## src/rtl/rau_pkg.sv

```systemverilog
// package: widths, operation codes, compare codes and sequencer states of the rational unit
package rau_pkg;

   localparam int OPERAND_WIDTH_DEFAULT = 16;
   localparam int EFF_WIDTH_MAX = 31;
   localparam int KIND_W = 3;
   localparam int ORDER_W = 2;
   localparam int RESULT_NUM_W = 33;
   localparam int RESULT_DEN_W = 31;

   typedef enum logic [KIND_W-1:0] {
      KIND_ADD = 3'd0,
      KIND_SUB = 3'd1,
      KIND_MUL = 3'd2,
      KIND_DIV = 3'd3,
      KIND_CMP = 3'd4
   } rau_kind_type;

   localparam logic [ORDER_W-1:0] ORDER_LESS = 2'd0;
   localparam logic [ORDER_W-1:0] ORDER_EQUAL = 2'd1;
   localparam logic [ORDER_W-1:0] ORDER_GREATER = 2'd2;

   typedef enum logic [3:0] {
      ST_IDLE,
      ST_MUL0,
      ST_MUL1,
      ST_MUL2,
      ST_COMBINE,
      ST_GCD,
      ST_DIV_NUM,
      ST_DIV_DEN,
      ST_FINISH
   } rau_state_type;

endpackage

```

## src/rtl/rau_mul.sv

```systemverilog
// shared signed multiplier with registered product
module rau_mul #(
   parameter int IN_W = 17
) (
   input  logic                   clock,
   input  logic signed [IN_W-1:0] op_a,
   input  logic signed [IN_W-1:0] op_b,
   output logic signed [2*IN_W-1:0] product
);
   logic signed [2*IN_W-1:0] prod_ff;
   logic signed [2*IN_W-1:0] prod_in;

   assign prod_in = op_a * op_b;

   always_ff @(posedge clock) begin
      prod_ff <= prod_in;
   end

   assign product = prod_ff;
endmodule

```

## src/rtl/rau_gcd.sv

```systemverilog
// iterative binary gcd, one subtract or shift per cycle
module rau_gcd #(
   parameter int MW = 33
) (
   input  logic          clock,
   input  logic          reset,
   input  logic          start,
   input  logic [MW-1:0] arg_u,
   input  logic [MW-1:0] arg_v,
   output logic          done,
   output logic [MW-1:0] gcd
);
   localparam int ShW = $clog2(MW);

   logic [MW-1:0]  u_ff, u_in;
   logic [MW-1:0]  v_ff, v_in;
   logic [ShW-1:0] shift_ff, shift_in;
   logic [MW-1:0]  gcd_ff, gcd_in;
   logic           busy_ff, busy_in;
   logic           done_ff, done_in;

   always_comb begin
      u_in = u_ff;
      v_in = v_ff;
      shift_in = shift_ff;
      gcd_in = gcd_ff;
      busy_in = busy_ff;
      done_in = 1'b0;
      if (start) begin
         u_in = arg_u;
         v_in = arg_v;
         shift_in = '0;
         busy_in = 1'b1;
      end else if (busy_ff) begin
         priority if (u_ff == '0) begin
            busy_in = 1'b0;
            done_in = 1'b1;
            gcd_in = v_ff << shift_ff;
         end else if (!u_ff[0] && !v_ff[0]) begin
            u_in = u_ff >> 1;
            v_in = v_ff >> 1;
            shift_in = shift_ff + 1'b1;
         end else if (!u_ff[0]) begin
            u_in = u_ff >> 1;
         end else if (!v_ff[0]) begin
            v_in = v_ff >> 1;
         end else if (u_ff >= v_ff) begin
            u_in = u_ff - v_ff;
         end else begin
            v_in = v_ff - u_ff;
         end
      end
   end

   always_ff @(posedge clock) begin
      if (reset) begin
         busy_ff <= 1'b0;
         done_ff <= 1'b0;
      end else begin
         busy_ff <= busy_in;
         done_ff <= done_in;
      end
      u_ff <= u_in;
      v_ff <= v_in;
      shift_ff <= shift_in;
      gcd_ff <= gcd_in;
   end

   assign done = done_ff;
   assign gcd = gcd_ff;
endmodule

```

## src/rtl/rau_div.sv

```systemverilog
// restoring divider, one quotient bit per cycle
module rau_div #(
   parameter int MW = 33
) (
   input  logic          clock,
   input  logic          reset,
   input  logic          start,
   input  logic [MW-1:0] dividend,
   input  logic [MW-1:0] divisor,
   output logic          done,
   output logic [MW-1:0] quotient
);
   localparam int CntW = $clog2(MW);

   logic [MW:0]     rem_ff, rem_in;
   logic [MW-1:0]   quo_ff, quo_in;
   logic [MW-1:0]   div_ff, div_in;
   logic [CntW-1:0] cnt_ff, cnt_in;
   logic            busy_ff, busy_in;
   logic            done_ff, done_in;
   logic [MW:0]     shifted;

   assign shifted = {rem_ff[MW-1:0], quo_ff[MW-1]};

   always_comb begin
      rem_in = rem_ff;
      quo_in = quo_ff;
      div_in = div_ff;
      cnt_in = cnt_ff;
      busy_in = busy_ff;
      done_in = 1'b0;
      if (start) begin
         rem_in = '0;
         quo_in = dividend;
         div_in = divisor;
         cnt_in = '0;
         busy_in = 1'b1;
      end else if (busy_ff) begin
         if (shifted >= {1'b0, div_ff}) begin
            rem_in = shifted - {1'b0, div_ff};
            quo_in = {quo_ff[MW-2:0], 1'b1};
         end else begin
            rem_in = shifted;
            quo_in = {quo_ff[MW-2:0], 1'b0};
         end
         cnt_in = cnt_ff + 1'b1;
         if (cnt_ff == CntW'(MW - 1)) begin
            busy_in = 1'b0;
            done_in = 1'b1;
         end
      end
   end

   always_ff @(posedge clock) begin
      if (reset) begin
         busy_ff <= 1'b0;
         done_ff <= 1'b0;
      end else begin
         busy_ff <= busy_in;
         done_ff <= done_in;
      end
      rem_ff <= rem_in;
      quo_ff <= quo_in;
      div_ff <= div_in;
      cnt_ff <= cnt_in;
   end

   assign done = done_ff;
   assign quotient = quo_ff;
endmodule

```

## src/rtl/rational_arithmetic_unit.sv

```systemverilog
// top level: sequencer of the rational unit around shared multiplier, gcd and divider
//
// request channel (req_): kind and two fractions, taken when req_valid is high and
// req_stall low; req_stall is high while a transaction is in work.
// response channel (rsp_): one transaction per request, held in an output register
// until taken (rsp_valid high, rsp_stall low); a new request is accepted while a
// finished response still waits, the next one then waits for the register to free.
// add, subtract, multiply and divide run three multiplies on one shared multiplier,
// a binary gcd of one subtract or shift per cycle (a shift follows every subtract),
// then two restoring divisions of MW bits, MW = 2*min(OPERAND_WIDTH,31)+1.
// one transaction is in work at a time; the next request can be taken from the cycle
// after the response register is loaded.
// reset (synchronous, active high) returns to idle and drops rsp_valid.
module rational_arithmetic_unit #(
   parameter int OPERAND_WIDTH = rau_pkg::OPERAND_WIDTH_DEFAULT
) (
   input  logic                                   clock,
   input  logic                                   reset,
   input  logic                                   req_valid,
   output logic                                   req_stall,
   input  logic [rau_pkg::KIND_W-1:0]             req_kind,
   input  logic signed [OPERAND_WIDTH-1:0]        req_first_num,
   input  logic signed [OPERAND_WIDTH-1:0]        req_first_den,
   input  logic signed [OPERAND_WIDTH-1:0]        req_second_num,
   input  logic signed [OPERAND_WIDTH-1:0]        req_second_den,
   output logic                                   rsp_valid,
   input  logic                                   rsp_stall,
   output logic signed [rau_pkg::RESULT_NUM_W-1:0] rsp_result_num,
   output logic [rau_pkg::RESULT_DEN_W-1:0]       rsp_result_den,
   output logic [rau_pkg::ORDER_W-1:0]            rsp_order,
   output logic                                   rsp_error
);
   import rau_pkg::*;

   localparam int EW = (OPERAND_WIDTH > EFF_WIDTH_MAX) ? EFF_WIDTH_MAX : OPERAND_WIDTH;
   localparam int OW = EW + 1;
   localparam int PW = 2 * OW;
   localparam int MW = PW - 1;

   rau_state_type           state_ff, state_in;
   rau_kind_type            kind_ff, kind_in;
   logic signed [OW-1:0]    a_ff, a_in, b_ff, b_in, c_ff, c_in, d_ff, d_in;
   logic signed [PW-1:0]    p0_ff, p0_in, p1_ff, p1_in;
   logic                    err_ff, err_in;
   logic [ORDER_W-1:0]      order_ff, order_in;
   logic                    sign_ff, sign_in;
   logic [MW-1:0]           mag_ff, mag_in, den_ff, den_in, qn_ff, qn_in;

   logic                    rsp_valid_ff, rsp_valid_in;
   logic signed [RESULT_NUM_W-1:0] rsp_num_ff, rsp_num_in;
   logic [RESULT_DEN_W-1:0] rsp_den_ff, rsp_den_in;
   logic [ORDER_W-1:0]      rsp_order_ff, rsp_order_in;
   logic                    rsp_error_ff, rsp_error_in;

   logic signed [OW-1:0]    mul_a, mul_b;
   logic signed [PW-1:0]    mul_prod;
   logic                    gcd_start, gcd_done;
   logic [MW-1:0]           gcd_u, gcd_v, gcd_value;
   logic                    div_start, div_done;
   logic [MW-1:0]           div_dividend, div_quotient;

   logic signed [OW-1:0]    ext_a, ext_b, ext_c, ext_d;
   logic                    bad_req;
   logic signed [PW-1:0]    num_c, den_c, num_fix, den_fix, num_abs, signed_q;

   rau_mul #(.IN_W(OW)) u_mul (
      .clock   (clock),
      .op_a    (mul_a),
      .op_b    (mul_b),
      .product (mul_prod)
   );

   rau_gcd #(.MW(MW)) u_gcd (
      .clock (clock),
      .reset (reset),
      .start (gcd_start),
      .arg_u (gcd_u),
      .arg_v (gcd_v),
      .done  (gcd_done),
      .gcd   (gcd_value)
   );

   rau_div #(.MW(MW)) u_div (
      .clock    (clock),
      .reset    (reset),
      .start    (div_start),
      .dividend (div_dividend),
      .divisor  (gcd_value),
      .done     (div_done),
      .quotient (div_quotient)
   );

   // sign extension at the effective operand width
   assign ext_a = OW'(signed'(req_first_num[EW-1:0]));
   assign ext_b = OW'(signed'(req_first_den[EW-1:0]));
   assign ext_c = OW'(signed'(req_second_num[EW-1:0]));
   assign ext_d = OW'(signed'(req_second_den[EW-1:0]));

   assign bad_req = (req_kind > KIND_CMP) || (ext_b == '0) || (ext_d == '0) ||
                    ((req_kind == KIND_DIV) && (ext_c == '0));

   // cross products combined into an unreduced fraction
   always_comb begin
      unique case (kind_ff)
         KIND_ADD: begin
            num_c = p0_ff + p1_ff;
            den_c = mul_prod;
         end
         KIND_SUB: begin
            num_c = p0_ff - p1_ff;
            den_c = mul_prod;
         end
         default: begin
            num_c = p0_ff;
            den_c = p1_ff;
         end
      endcase
      num_fix = (den_c < 0) ? -num_c : num_c;
      den_fix = (den_c < 0) ? -den_c : den_c;
      num_abs = (num_fix < 0) ? -num_fix : num_fix;
   end

   assign gcd_u = MW'(num_abs);
   assign gcd_v = MW'(den_fix);
   assign signed_q = sign_ff ? -signed'({1'b0, qn_ff}) : signed'({1'b0, qn_ff});

   always_comb begin
      state_in = state_ff;
      kind_in = kind_ff;
      a_in = a_ff;
      b_in = b_ff;
      c_in = c_ff;
      d_in = d_ff;
      p0_in = p0_ff;
      p1_in = p1_ff;
      err_in = err_ff;
      order_in = order_ff;
      sign_in = sign_ff;
      mag_in = mag_ff;
      den_in = den_ff;
      qn_in = qn_ff;
      rsp_valid_in = rsp_valid_ff && rsp_stall;
      rsp_num_in = rsp_num_ff;
      rsp_den_in = rsp_den_ff;
      rsp_order_in = rsp_order_ff;
      rsp_error_in = rsp_error_ff;
      mul_a = a_ff;
      mul_b = d_ff;
      gcd_start = 1'b0;
      div_start = 1'b0;
      div_dividend = mag_ff;

      unique case (state_ff)
         ST_IDLE: begin
            if (req_valid) begin
               kind_in = rau_kind_type'(req_kind);
               a_in = (ext_b < 0) ? -ext_a : ext_a;
               b_in = (ext_b < 0) ? -ext_b : ext_b;
               c_in = (ext_d < 0) ? -ext_c : ext_c;
               d_in = (ext_d < 0) ? -ext_d : ext_d;
               err_in = bad_req;
               order_in = ORDER_LESS;
               state_in = bad_req ? ST_FINISH : ST_MUL0;
            end
         end
         ST_MUL0: begin
            mul_a = a_ff;
            mul_b = (kind_ff == KIND_MUL) ? c_ff : d_ff;
            state_in = ST_MUL1;
         end
         ST_MUL1: begin
            p0_in = mul_prod;
            mul_a = b_ff;
            mul_b = (kind_ff == KIND_MUL) ? d_ff : c_ff;
            state_in = ST_MUL2;
         end
         ST_MUL2: begin
            p1_in = mul_prod;
            mul_a = b_ff;
            mul_b = d_ff;
            state_in = ST_COMBINE;
         end
         ST_COMBINE: begin
            if (kind_ff == KIND_CMP) begin
               priority if (p0_ff < p1_ff) begin
                  order_in = ORDER_LESS;
               end else if (p0_ff == p1_ff) begin
                  order_in = ORDER_EQUAL;
               end else begin
                  order_in = ORDER_GREATER;
               end
               state_in = ST_FINISH;
            end else begin
               sign_in = num_fix < 0;
               mag_in = gcd_u;
               den_in = gcd_v;
               gcd_start = 1'b1;
               state_in = ST_GCD;
            end
         end
         ST_GCD: begin
            if (gcd_done) begin
               div_start = 1'b1;
               div_dividend = mag_ff;
               state_in = ST_DIV_NUM;
            end
         end
         ST_DIV_NUM: begin
            if (div_done) begin
               qn_in = div_quotient;
               div_start = 1'b1;
               div_dividend = den_ff;
               state_in = ST_DIV_DEN;
            end
         end
         ST_DIV_DEN: begin
            if (div_done) begin
               state_in = ST_FINISH;
            end
         end
         ST_FINISH: begin
            if (!rsp_valid_ff || !rsp_stall) begin
               rsp_valid_in = 1'b1;
               priority if (err_ff) begin
                  rsp_num_in = '0;
                  rsp_den_in = '0;
                  rsp_order_in = ORDER_LESS;
                  rsp_error_in = 1'b1;
               end else if (kind_ff == KIND_CMP) begin
                  rsp_num_in = '0;
                  rsp_den_in = '0;
                  rsp_order_in = order_ff;
                  rsp_error_in = 1'b0;
               end else begin
                  rsp_num_in = RESULT_NUM_W'(signed_q);
                  rsp_den_in = RESULT_DEN_W'(div_quotient);
                  rsp_order_in = ORDER_LESS;
                  rsp_error_in = 1'b0;
               end
               state_in = ST_IDLE;
            end
         end
         default: begin
            state_in = ST_IDLE;
         end
      endcase
   end

   always_ff @(posedge clock) begin
      if (reset) begin
         state_ff <= ST_IDLE;
         rsp_valid_ff <= 1'b0;
      end else begin
         state_ff <= state_in;
         rsp_valid_ff <= rsp_valid_in;
      end
      kind_ff <= kind_in;
      a_ff <= a_in;
      b_ff <= b_in;
      c_ff <= c_in;
      d_ff <= d_in;
      p0_ff <= p0_in;
      p1_ff <= p1_in;
      err_ff <= err_in;
      order_ff <= order_in;
      sign_ff <= sign_in;
      mag_ff <= mag_in;
      den_ff <= den_in;
      qn_ff <= qn_in;
      rsp_num_ff <= rsp_num_in;
      rsp_den_ff <= rsp_den_in;
      rsp_order_ff <= rsp_order_in;
      rsp_error_ff <= rsp_error_in;
   end

   assign req_stall = (state_ff != ST_IDLE);
   assign rsp_valid = rsp_valid_ff;
   assign rsp_result_num = rsp_num_ff;
   assign rsp_result_den = rsp_den_ff;
   assign rsp_order = rsp_order_ff;
   assign rsp_error = rsp_error_ff;
endmodule

```

## config.mk

```make
export PLATFORM = sky130hd
export DESIGN_NAME = rational_arithmetic_unit
export DESIGN_NICKNAME = d
export VERILOG_FILES = /design/src/rtl/rau_pkg.sv /design/src/rtl/rau_mul.sv /design/src/rtl/rau_gcd.sv /design/src/rtl/rau_div.sv /design/src/rtl/rational_arithmetic_unit.sv
export SDC_FILE = /design/constraint.sdc
export NUM_CORES = 2
export LEC_CHECK = 0
export ABC_CLOCK_PERIOD_IN_PS = 24700
export BUFFER_PORTS_ARGS = -buffer_cell sky130_fd_sc_hd__buf_4
export CAP_MARGIN = 0
export CORE_AREA = 2 2 272 274
export CTS_CLUSTER_SIZE = 12
export DETAILED_ROUTE_END_ITERATION = 10
export DIE_AREA = 0 0 274 276
export GPL_TIMING_DRIVEN = 0
export PLACE_DENSITY = 0.89
export SETUP_SLACK_MARGIN = 0.2
export SKIP_LAST_GASP = 1
export SLEW_MARGIN = 10
export SYNTH_ARGS = -nofsm -noshare
export SYNTH_HDL_FRONTEND = slang
export SYNTH_SLANG_ARGS = --single-unit
```

## constraint.sdc

```tcl
create_clock -name clock -period 24.7 [get_ports clock]
set_clock_uncertainty 0.05 [all_clocks]
set_input_delay 0 -clock clock [delete_from_list [all_inputs] [get_ports clock]]
set_output_delay 0 -clock clock [all_outputs]
set_load 0.01 [all_outputs]
```

After elaboration in Yosys (flattened, before gate mapping)
Cells that the tools add are included.
{"block": "classes", "add_sub_neg": 15, "mul": 1, "div": 0, "n_lt_le_gt_ge": 8, "eq_ne": 24, "shift": 1, "mux": 63, "bitwise": 5, "n_reduce_logical": 40}
{"cell": "$mux 33", "n": 22}
{"cell": "$mux 17", "n": 7}
{"cell": "$neg 33->33", "n": 3}
{"cell": "$sub 33x33->33", "n": 3}
{"cell": "$lt 34x1->1 const B", "n": 2}
{"cell": "$mux 34", "n": 2}
{"cell": "$neg 16->17", "n": 4}
{"cell": "$pmux 34 s2", "n": 1}
{"cell": "$logic_not 17->1", "n": 3}
{"cell": "$pmux 4 s9", "n": 1}
{"cell": "$add 34x34->34", "n": 1}
{"cell": "$eq 34x34->1", "n": 1}
{"cell": "$ge 34x33->1", "n": 1}
{"cell": "$lt 34x34->1", "n": 1}
{"cell": "$mul 17x17->34", "n": 1}
{"cell": "$neg 34->34", "n": 1}
{"cell": "$pmux 17 s2", "n": 1}
{"cell": "$sub 34x34->34", "n": 1}
{"cell": "$ge 33x33->1", "n": 1}
{"cell": "$logic_not 33->1", "n": 1}
{"cell": "$shl 33x6->33", "n": 1}
{"cell": "$lt 16x1->1 const B", "n": 2}
{"cell": "$mux 4", "n": 7}
{"cell": "$eq 4x3->1 const B", "n": 4}
{"cell": "31 further kinds", "n": 85}
{"block": "totals", "ff_bits": 562, "latchBits": 0, "ram_bits": 0, "mem_bits_ro": 0, "wordCells": 191, "n_memories": 0}

Longest topological paths before layout
{"block": "depth", "ltp_word": 8, "depth_mapped": 40, "depth_no_buf": 34}

Cells and area by module
From an unflattened synthesis, not the netlist that was laid out.
{"block": "unflattened", "hier_cells": 5077, "area_unflattened_um2": 48904.4}
{"module": "rational_arithmetic_unit", "instances": 1, "cells_each": 1985, "area_per_inst_um2": 20708.6}
{"module": "rau_mul", "instances": 1, "cells_each": 1250, "area_per_inst_um2": 11680.0}
{"module": "rau_gcd", "instances": 1, "cells_each": 1226, "area_per_inst_um2": 10410.0}
{"module": "rau_div", "instances": 1, "cells_each": 616, "area_per_inst_um2": 6105.9}

Worst setup path before layout
No wires, ideal clock.
{"block": "synth_timing", "kind": "reg2reg", "startpoint": "reg kind_ff[0]", "endpoint": "reg u_mul.prod_ff[30] (netlist: u_mul.product[30])", "setup_time_ns": 0.072, "arrival_time_ns": 8.808, "required_time_ns": 24.578, "path_slack_ns": 15.770, "stages_incl_launch_ff": 35, "n_path_buf": 8, "cell_sequence": "edfxtp_1 buf_2 buf_2 buf_2 clkbuf_1 clkbuf_1 buf_1 nor3b_1 mux2i_1 nand2_1 clkbuf_1 mux2i_1 clkbuf_1 nor2_1 fa_1 inv_1 fa_1 fa_1 fa_1 inv_1 fa_1 inv_1 fa_1 inv_1 ha_1 o21ai_0 a21oi_1 o41ai_1 o21ai_0 a211oi_1 nor3_1 a211o_1 a21o_1 a21oi_1 xnor2_1"}
{"block": "synth_via", "elab_chain_cells": 4, "elab_cells_between_ends": 5, "cone_classes": "mul: 1; eq/ne: 1; mux: 3"}
{"item": "from (decl)", "line": "rational_arithmetic_unit.sv:41", "source": "rau_kind_type kind_ff, kind_in;"}
{"item": "from (signal assigned)", "line": "rational_arithmetic_unit.sv:257", "source": "kind_ff <= kind_in;"}
{"item": "$eq 3x2->1 *", "line": "rational_arithmetic_unit.sv:168, rational_arithmetic_unit.sv:174"}
{"item": "$mux 17 (on tied branches)", "line": "rational_arithmetic_unit.sv:174, rational_arithmetic_unit.sv:168"}
{"item": "$pmux 17 s2 *", "line": "rational_arithmetic_unit.sv:153", "source": "unique case (state_ff)"}
{"item": "$mul 17x17->34 *", "line": "rau_mul.sv:13", "source": "assign prod_in = op_a * op_b;"}
{"item": "via u_mul.prod_in[30]", "line": "rau_mul.sv:11", "source": "logic signed [2*IN_W-1:0] prod_in;"}
{"item": "to (signal assigned)", "line": "rau_mul.sv:16", "source": "prod_ff <= prod_in;"}
{"item": "to (decl)", "line": "rau_mul.sv:10", "source": "logic signed [2*IN_W-1:0] prod_ff;"}
Mark *: on every way through the listed nets, which the timed path passes. The rest lies on a longest branch.
A chain may end at the register's enable or synchronous reset.

Final worst setup path
Same ends and word-level chain as after synthesis.

==> impl_metrics.env <==
export IMPL_fin_crit_sh_pct=49.9
export IMPL_drcViolationCount=0
export IMPL_async_reset_ff_share_pct=0
export IMPL_timing_rr_end="u_mul.product[30]"
export IMPL_dp_slack_ns=12.42
export IMPL_drive_above_1_share_pct=7.47
export IMPL_yosysMostFrequentCell="nor2_1"
export IMPL_cp_arrival_ns=12.88
export IMPL_finalHoldViolCount=0
export IMPL_final_max_slew_viol_count=0
export IMPL_synth_top_cells_by_area="edfxtp_1, fa_1, ha_1"
export IMPL_relSlewSlack_pct=7.91
export IMPL_min_to="kind_ff[0]"
export IMPL_cts_sinks=562
export IMPL_path_class="flop to flop"
export IMPL_drt_iter0_markers=4025
export IMPL_crit_required_ns=25.24
export IMPL_avgRoutedWirePerCell_um=24.2
export IMPL_maxCapViolations=0
export IMPL_slowest_delay_ns=0.97
export IMPL_io_pins=140
export IMPL_synth_ff_type="edfxtp_1"
export IMPL_r2r_slack_ns=12.36
export IMPL_die_h_um=276
export IMPL_first_pass_iters=6
export IMPL_worst_slew_pin_slew_ns=1.34
export IMPL_crit_fanout=10
export IMPL_via_per_inst=6.43
export IMPL_r2r_start="kind_ff[0]"
export IMPL_synth_net_count=5481
export IMPL_core_area_sq_um=72600
export IMPL_htreeDepth=2
export IMPL_reg2regPathDepth=34
export IMPL_fmax_mhz=81.1
export IMPL_antenna_found_initial=2
export IMPL_ys_seq_area_share_pct=34.2
export IMPL_port_buffers=137
export IMPL_grt_first_pass_wirelength_um=227000
export IMPL_cts_tree="done"
export IMPL_grt_pass1_vias=39898
export IMPL_cts_root_buf="clkbuf_16"
export IMPL_rsz0062_at_grt="no"
export IMPL_wirelength_um=150000
export IMPL_yosys_warnings=0
export IMPL_grt_max_degree=69
export IMPL_vias=39747
export IMPL_clk_pin_slew_ns=0.07
export IMPL_hold_class="input pin to flop"
export IMPL_slowest_stage="mux2i_1"
export IMPL_dieArea_sq_um=75600
export IMPL_synth_common_cells="nor2_1, inv_1, edfxtp_1, nand2_1, fa_1"
export IMPL_fillCellCount=5193
export IMPL_yosys_area_top_type="edfxtp_1"
export IMPL_syn_area_sq_um=46700
export IMPL_fin_setup_tns_ns=0
export IMPL_clkLatencyLatePin_ns=0.68
export IMPL_hpwl_um=116000
export IMPL_grt_overflow_total=0
export IMPL_postLayoutCoreUtil_pct=72.3
export IMPL_ant_nets=0
export IMPL_min_from="req_kind[0]"
export IMPL_gp_congestion=1.02
export IMPL_synth_top_area_share_pct=30.5
export IMPL_synth_cell_types=98
export IMPL_crit_top_cell="fa_1"
export IMPL_cts_inserted_buffers=61
export IMPL_ys_seq_elements=562
export IMPL_die_width_um=274
export IMPL_finalSetupViolations=0
export IMPL_crit_path_start="kind_ff[0]"
export IMPL_critPathLaunchType="flop"
export IMPL_nNetsFinal=5814
export IMPL_cts_setup_buffers=0
export IMPL_synth_avg_cell_area_sq_um=9.64
export IMPL_start_util_pct=64.3
export IMPL_clockBufferDepth=3
export IMPL_netlist_instances=4844
export IMPL_grt_usage_pct=39.2
export IMPL_status="finished, final reports clean"
export IMPL_end_kind="flop"
export IMPL_rows=99
export IMPL_period_minus_slack_ns=12.34
export IMPL_syn_to_final_growth_pct=12.4
export IMPL_setup_slack_ns=12.36
export IMPL_hold_depth=2
export IMPL_synth_edf_count=474
-- cells in the final DEF, fill, tap and decap left out, drive strengths merged, types with 26 or more instances in the layout --
cell         netlist  final
nor2b             41     41
and2              50     50
buf               46    197
a221oi            41     41
clkbuf           174    262
inv              531    532
dlygate4sd3        0    119
nor3              92     92
nand4             35     35
a21oi            242    242
fa               301    301
or3               31     31
mux2i            164    164
nand3             64     64
xnor2            209    209
o21a              33     33
xor2             113    113
nand2            361    361
ha               265    265
o31ai             51     51
a21o              71     71
mux4              26     26
o21bai            36     36
nor4              29     29
nand2b            51     51
edfxtp           474    474
dfxtp             88     88
o21ai            183    183
nor2             603    603
a31oi             65     65
a211oi            71     71
mux2              37     37
-- critical path: cells and delay by family (launching register included) --
kind,cells,cell delay (ns)
buf+inv,12,3.74
fa+ha+maj,7,3.33
compound gates,8,2.63
mux,2,1.13
simple gates,4,0.87
flops,1,0.35
xor+xnor,1,0.13
-- kinds of logic after synthesis --
group | Yosys count | share of synthesized area [%]
buffers and inverters | 751 | 6.10
AOI/OAI and AO/OA | 963 | 13.7
xor gates and xnor gates | 322 | 6.05
DFF | 562 | 34.2
muxes | 227 | 5.66
and+or+nand+nor | 1453 | 14.2
adders and majority gates | 566 | 20.0
-- area by class of cell --
| cell class | count | area (sq um) | share of cell area, % |
|---|---|---|---|
| Multi-Input combinational cell | 3531 | 27900 | 53.2 |
| Sequential cell | 562 | 16000 | 30.5 |
| Timing Repair Buffer | 270 | 2470 | 4.71 |
| Inverter | 531 | 1990 | 3.80 |
| Clock buffer | 88 | 1740 | 3.31 |
| Tap cell | 959 | 1200 | 2.29 |
| Buffer | 220 | 860 | 1.64 |
| Clock inverter | 22 | 307 | 0.584 |
| Antenna cell | 3 | 7.51 | 0.0143 |
-- worst max path at each step --
stage / end / slack [ns]
after floorplan: u_mul.product[30] / 15.77
after global placement: u_mul.product[30] / 12.52
after detailed placement: u_mul.product[30] / 12.42
after CTS: u_mul.product[30] / 12.43
after global routing: u_mul.product[30] / 11.86
final: u_mul.product[30] / 12.36
-- what timing repair did --
action | in CTS | in global routing
gates resized for setup | 0 | 0
hold endpoints to repair | 124 | 0
hold buffers | 119 | 0
-- per-stage QoR --
step	cell area, sq um	instances	hold WS, ns
after floorplan	46700	4844	0.0489
after global placement	48900	5940	0.139
after detailed placement	49200	5954	0.144
after CTS	52500	6183	0.0291
after global routing	52500	6183	0.0336
final	52500	6186	0.0385
-- routing by layer --
metal	global-route usage (%)	vias up	routed length, um
met1	44.0	19282	51700
met2	68.0	2344	73800
met5	0	-	0
li1	-	17505	-
met4	27.0	0	12200
met3	6.24	616	11900
Power is not shown: default switching activity piles up to over one toggle a cycle in this logic, so the estimate is an artifact.
